==> src/rtl/image_two_by_two_reducer_macros.svh <==
// ----------------------------------------------------------------------------
// Reducer assertion macros
// Shared concurrent assertion forms used by the reducer modules.
// ----------------------------------------------------------------------------
`ifndef IMAGE_TWO_BY_TWO_REDUCER_MACROS_SVH
`define IMAGE_TWO_BY_TWO_REDUCER_MACROS_SVH

// Same-cycle implication, disabled during reset
`define IRED_ASSERT_IMP(label, clk, rst, ante, cons, msg) \
  label: assert property (@(posedge clk) disable iff (rst) (ante) |-> (cons)) \
    else $error(msg);

// Next-cycle implication, disabled during reset
`define IRED_ASSERT_NXT(label, clk, rst, ante, cons, msg) \
  label: assert property (@(posedge clk) disable iff (rst) (ante) |=> (cons)) \
    else $error(msg);

`endif

==> src/rtl/ired_pkg.sv <==
// ----------------------------------------------------------------------------
// Reducer package
// Types and constants shared by the 2x2 reducer controller and datapath.
// ----------------------------------------------------------------------------
package ired_pkg;

  // Sample and accumulator widths
  localparam int SAMPLE_BITS = 16;
  localparam int ENTRY_W     = SAMPLE_BITS + 1;
  localparam int SUM_W       = SAMPLE_BITS + 2;
  localparam int CNT_W       = 3;

  // Divide by three: (sum * RECIP3) >> RECIP_SHIFT is exact for sum < 3 * 2^16
  localparam int RECIP_SHIFT = 19;
  localparam int RECIP_W     = 18;
  localparam int PROD_W      = SUM_W + RECIP_W;
  localparam logic [RECIP_W-1:0] RECIP3 = 18'd174763;

  // Combine modes
  localparam logic [2:0] MODE_FIRST = 3'd0;
  localparam logic [2:0] MODE_MEAN  = 3'd1;
  localparam logic [2:0] MODE_MEANP = 3'd2;
  localparam logic [2:0] MODE_MIN   = 3'd3;
  localparam logic [2:0] MODE_MAX   = 3'd4;

  // Configuration register indexes
  localparam logic [1:0] CFG_MODE     = 2'd0;
  localparam logic [1:0] CFG_WIDTH    = 2'd1;
  localparam logic [1:0] CFG_CHANNELS = 2'd2;

  // Controller to datapath commands
  typedef struct packed {
    logic capture;   // input word accepted this cycle
    logic stats_en;  // register count, sum, min, max
    logic scale_en;  // register divide-by-three product
    logic load_out;  // load the output register
  } ired_cmd_t;

  // Datapath to controller status
  typedef struct packed {
    logic need_result;  // current input word closes a 2x2 block
  } ired_stat_t;

endpackage

==> src/rtl/ired_ctrl.sv <==
// ----------------------------------------------------------------------------
// Reducer controller
// Sequences capture, statistics, scaling and output load for each block.
// ----------------------------------------------------------------------------
`include "image_two_by_two_reducer_macros.svh"

module ired_ctrl (
  input  logic                clk,
  input  logic                rst,
  input  logic                in_valid,
  output logic                in_stall,
  output logic                out_valid,
  input  logic                out_stall,
  input  ired_pkg::ired_stat_t stat,
  output ired_pkg::ired_cmd_t  cmd
);

  typedef enum logic [3:0] {
    ST_IDLE  = 4'b0001,
    ST_STATS = 4'b0010,
    ST_SCALE = 4'b0100,
    ST_EMIT  = 4'b1000
  } state_t;

  state_t state, state_next;
  logic   out_valid_next;
  logic   out_free;

  // Output register can take a new word
  assign out_free = !out_valid || !out_stall;
  assign in_stall = (state != ST_IDLE);

  // Commands
  always_comb begin
    cmd          = '0;
    cmd.capture  = in_valid && (state == ST_IDLE);
    cmd.stats_en = (state == ST_STATS);
    cmd.scale_en = (state == ST_SCALE);
    cmd.load_out = (state == ST_EMIT) && out_free;
  end

  // Next state
  always_comb begin
    state_next = state;
    case (state)
      ST_IDLE: begin
        if (cmd.capture && stat.need_result) state_next = ST_STATS;
      end
      ST_STATS: state_next = ST_SCALE;
      ST_SCALE: state_next = ST_EMIT;
      ST_EMIT: begin
        if (out_free) state_next = ST_IDLE;
      end
      default: state_next = ST_IDLE;
    endcase
  end

  // Output valid flag
  always_comb begin
    out_valid_next = out_valid;
    if (cmd.load_out) out_valid_next = 1'b1;
    else if (out_valid && !out_stall) out_valid_next = 1'b0;
  end

  always_ff @(posedge clk) begin
    if (rst) begin
      state     <= ST_IDLE;
      out_valid <= 1'b0;
    end else begin
      state     <= state_next;
      out_valid <= out_valid_next;
    end
  end

  // Assertions
  `IRED_ASSERT_IMP(a_load_free, clk, rst, cmd.load_out, !out_valid || !out_stall, "load over a pending word")
  `IRED_ASSERT_NXT(a_block_starts, clk, rst, cmd.capture && stat.need_result, state == ST_STATS, "block capture did not start sequence")
  `IRED_ASSERT_NXT(a_stats_then_scale, clk, rst, state == ST_STATS, state == ST_SCALE && in_stall, "stats stage not followed by scale")
  `IRED_ASSERT_NXT(a_load_sets_valid, clk, rst, cmd.load_out, out_valid && !in_stall, "output load lost")

endmodule

==> config.mk <==
export PLATFORM = sky130hd
export DESIGN_NAME = ired_ctrl
export DESIGN_NICKNAME = d
export VERILOG_FILES = /design/src/rtl/ired_pkg.sv /design/src/rtl/ired_ctrl.sv
export VERILOG_INCLUDE_DIRS = /design/src /design/src/rtl
export SDC_FILE = /design/constraint.sdc
export NUM_CORES = 1
export LEC_CHECK = 0
export ABC_AREA = 1
export BUFFER_PORTS_ARGS = -buffer_cell sky130_fd_sc_hd__buf_2
export CAP_MARGIN = 20
export CORE_AREA = 2 2 39 41
export CTS_BUF_LIST = sky130_fd_sc_hd__clkbuf_2 sky130_fd_sc_hd__clkbuf_4 sky130_fd_sc_hd__clkbuf_8
export CTS_CLUSTER_DIAMETER = 30
export CTS_CLUSTER_SIZE = 24
export DETAILED_ROUTE_END_ITERATION = 7
export DIE_AREA = 0 0 41 43
export PLACE_DENSITY = 0.39
export SKIP_LAST_GASP = 1
export SLEW_MARGIN = 15
export SYNTH_ARGS = -nofsm -noshare
export SYNTH_HDL_FRONTEND = slang
export SYNTH_SLANG_ARGS = --single-unit
export TNS_END_PERCENT = 1
==> constraint.sdc <==
create_clock -name clk -period 2.2 [get_ports clk]
set_input_delay 0.33 -clock clk [delete_from_list [all_inputs] [get_ports clk]]
set_output_delay 0.33 -clock clk [all_outputs]
set_load 0.1 [all_outputs]
## Yosys cells after proc, flatten, opt, wreduce, memory -nomap -nowiden

Cells that the tools add are included.

- Bits in registers: 5
- Output and inout port bits: 6
- Logic and storage cells: 23

- Eq/ne operators: 7
- Multiplexer cells: 5
- Reductions and logical operators: 9

Operator list:

| cell | number |
|---|---|
| 4-bit one-hot mux with 4 select lines | 1 |
| 4-bit two-way mux | 2 |
| 4-bit by 1-bit equality test with 1-bit output, second input constant | 1 |
| 4-bit by 2-bit equality test with 1-bit output, second input constant | 1 |
| 4-bit by 3-bit equality test with 1-bit output, second input constant | 1 |
| 4-bit equality test, second input constant | 1 |
| 1-bit logical AND | 4 |
| 4-bit by 1-bit inequality test with 1-bit output, second input constant | 1 |
| 1-bit logical NOT | 2 |
| 1-bit two-way mux | 2 |
| 2-bit by 1-bit inequality test with 1-bit output, second input constant | 1 |
| 2-bit inequality test, second input constant | 1 |
| 2-bit AND reduction | 1 |
| 2-bit nonzero test | 1 |
| 1-bit logical OR | 1 |

## Depth between registers and ports, before layout

- Depth after elaboration: 5
- Mapped depth: 6

## Worst setup path before layout

No wires, ideal clock.

- Path kind: reg2out
- Start: register out_valid
- End: output port cmd[0] (netlist bit)
- Data arrival time: 1438 ps
- Required time: 1870 ps
- Path slack: 432 ps
- Cell stages (with the launch flop): 5
- Buffers on the path: 1
- Path through: dfxtp_1 -> nand2_1 -> inv_1 -> nor2_1 -> buf_4

RTL lines:

| item | RTL line | RTL |
|---|---|---|
| start, declared | ired_ctrl.sv:12 | `output logic out_valid,` |
| start signal, assigned | ired_ctrl.sv:71 | `out_valid <= out_valid_next;` |
| end, declared | ired_ctrl.sv:15 | `output ired_pkg::ired_cmd_t cmd` |

==> run_results.csv <==
group,metric,value,unit
status,status,"finished clean",
flow_run,cap_violations,0,
synthesis,synth_area,252.7,µm²
die,core,1384,µm²
global_routing,antenna_found_initial,0,
timing,tns,0,ns
clock_network,clkLatencyLatePin,0.24,ns
global_routing,grt_overflow,0,
routing,drtIter0Drc,0,
layout,nFillCells,158,
clock_network,numCtsBuffers,3,
clock_network,postCtsHoldBufs,0,
timing,setup_viol,0,
die,die_area,1763,µm²
synthesis,synth_cells,37,
synthesis,synth_top_area_share,39.60,%
global_routing,first_global_vias,204,
timing,fin_crit,1.698,ns
clock_network,post_cts_resized,0,
timing,min_period_over_period,77.18,%
timing,tightest_slew,0.4845,ns
critical_path,slowest_stage,"buf_2",
layout,seq_area,100.1,µm²
power,swShare,33.00,%
layout,multi_input_area,111.4,µm²
layout,fin_area,345.3,µm²
global_routing,grt.total_usage,6.720,%
power,pwr-share-comb,23.1,%
synthesis,avgSynthCellArea,6.831,µm²
critical_path,worstPathArrival,1.37,ns
synthesis,synth_nets,42,
timing,fmax,589.0,MHz
timing,drv_slew,0,
power,clkPwrFrac,42.8,%
timing,rsz0062_at_grt,"no",
clock_network,clkSlewWorstSetupHoldPaths,0.05,ns
power,ir_drop,0.2828,mV
layout,antennaDiodeCount,0,
placed_design,gp_congestion,0.6307,
clock_network,clock_path_buffers,2,
routing,viasPerCell,3.682,
die,die_x,41,µm
power,p_seq_share,34.1,%
critical_path,cp-end-kind,"output pin",
layout,fin_nets,56,
synthesis,ys_seq_area_share,39.60,%
power,powerDensity,811.3,nW/µm²
synthesis,synth.area.top_cells,"dfxtp_1 (40%), inv_1 (13%), nand2_1 (8.9%)",
placed_design,placed_area,315.3,µm²
routing,final_antenna_net_count,0,
die,std_cell_rows,14,
die,ios,11,
synthesis,netlist-cell-type-count,12,
routing,drt-total-wl,492,µm
routing,drc,0,
timing,fin_hold_ws,0.3168,ns
global_routing,grt_max_degree,6,
power,intPower,187.7,µW
routing,firstDrtPassIters,1,
die,die_y,43,µm
synthesis,yosys.area.top_type,"dfxtp_1",
critical_path,cp_max_fo,3,
synthesis,synth-seq-cells,5,
placed_design,io_buffers,10,
global_routing,grt_pass1_wl,759,µm
hold_path,hold_path_class,"in -> reg",
clock_network,cts_tree,"done",
routing,wl_per_cell,7.455,µm
synthesis,ys_warn_count,0,
critical_path,crit_path_frequent_cell,"nor2_1",
critical_path,critPathLaunchType,"flop",
clock_network,cts_setup_buffers,0,
clock_network,clockRootBuffer,"clkbuf_4",
clock_network,numClockSinks,5,
layout,synthToLayoutAreaGrowth,36.63,%
die,start_util,18.26,%
layout,drive_gt1_share,38.00,%
timing,skew,0.002280,ns
power,power_switching,92.46,µW
clock_network,htree_levels,1,
critical_path,cp_cell_sequence,"inv_1 -> nor2_1 -> nand2_1 -> nor2_1 -> buf_2",
timing,hold_viol_final,0,
critical_path,max_stage_delay,0.42,ns
critical_path,path_class,"reg -> out",
power,p_leak,0.0002152,µW
critical_path,required,1.87,ns
routing,vias,243,
timing,max_slew_margin,67.92,%
-- cell type report --
type	instances	area share (%)
flip-flops and latches	5	28.99
multi-input cells	22	32.25
clock buffers	4	8.696
well taps	16	5.797
repair buffers	10	14.49
inverters	9	9.783
-- cell families (layout without fill, tap and decap cells) --
logic type             count (synthesis)  count (layout)  synth area share, %
buffers and inverters                 10              23                16.34
AO/OA/AOI/OAI                          3               3                6.932
flip-flops                             5               5                39.61
AND/OR/NAND/NOR                       19              19                37.13
-- critical path: cells and delay by family (launching register included) --
kind,cells,cell delay [ns]
buffers and inverters,2,0.47
and+or+nand+nor,3,0.28
DFF,1,0.36
-- layer usage --
metal	vias up	wire (µm)	GRT usage, %
li1	135	-	-
met1	98	253	8.013
met2	10	198	8.438
met3	0	40	6.283
met4	0	0	2.000
met5	-	0	0
-- sequential cells by signal, summed over array words and instances (netlist names) --
name	cells
out_valid	1
state	4
-- through the flow --
step	worst slack, ns	util, %	total power, µW	instances
after floorplan	0.4319	-	150.4	37
after global placement	0.7414	22.78	162.5	62
after detailed placement	0.7507	22.78	162.4	62
after CTS	0.4810	24.95	285.2	66
after global routing	0.3644	24.95	292.5	66
final	0.5021	24.95	280.2	66
-- final timing paths --
kind / start / endpoint / slack (ns) / depth (start not counted)
setup / recovery: state[3] / cmd[0] / 0.50 / 5
hold / removal: rst / state[1] / 0.32 / 2
hold reg to reg: out_valid / out_valid / 0.48 / 2
setup reg to reg: state[3] / state[0] / 1.31 / 5
-- synthesized netlist by cell type, drive strengths merged --
| library cell | count |
|---|---|
| inv | 9 |
| nor2 | 9 |
| nand2 | 7 |
| dfxtp | 5 |
| a21oi | 2 |
| nand3 | 2 |
| buf | 1 |
| nand4 | 1 |
| o21bai | 1 |
-- power groups by stage --
stage	Sequential [µW]	Combinational [µW]	Clock, µW
5_1_grt	95.9	67.9	129
4_1_cts	95.6	65.3	124
3_3_place_gp	97.3	65.2	0
6_report	95.6	64.6	120
2_1_floorplan	97.0	53.4	0
3_5_place_dp	97.2	65.1	0
-- cells in the final DEF, fill, tap and decap left out, drive strengths merged --
cell type | Yosys | layout
buf | 1 | 10
inv | 9 | 9
nor2 | 9 | 9
nand2 | 7 | 7
dfxtp | 5 | 5
clkbuf | 0 | 4
nand3 | 2 | 2
a21oi | 2 | 2
nand4 | 1 | 1
o21bai | 1 | 1
Note: power is estimated with default switching activity, not from simulation.
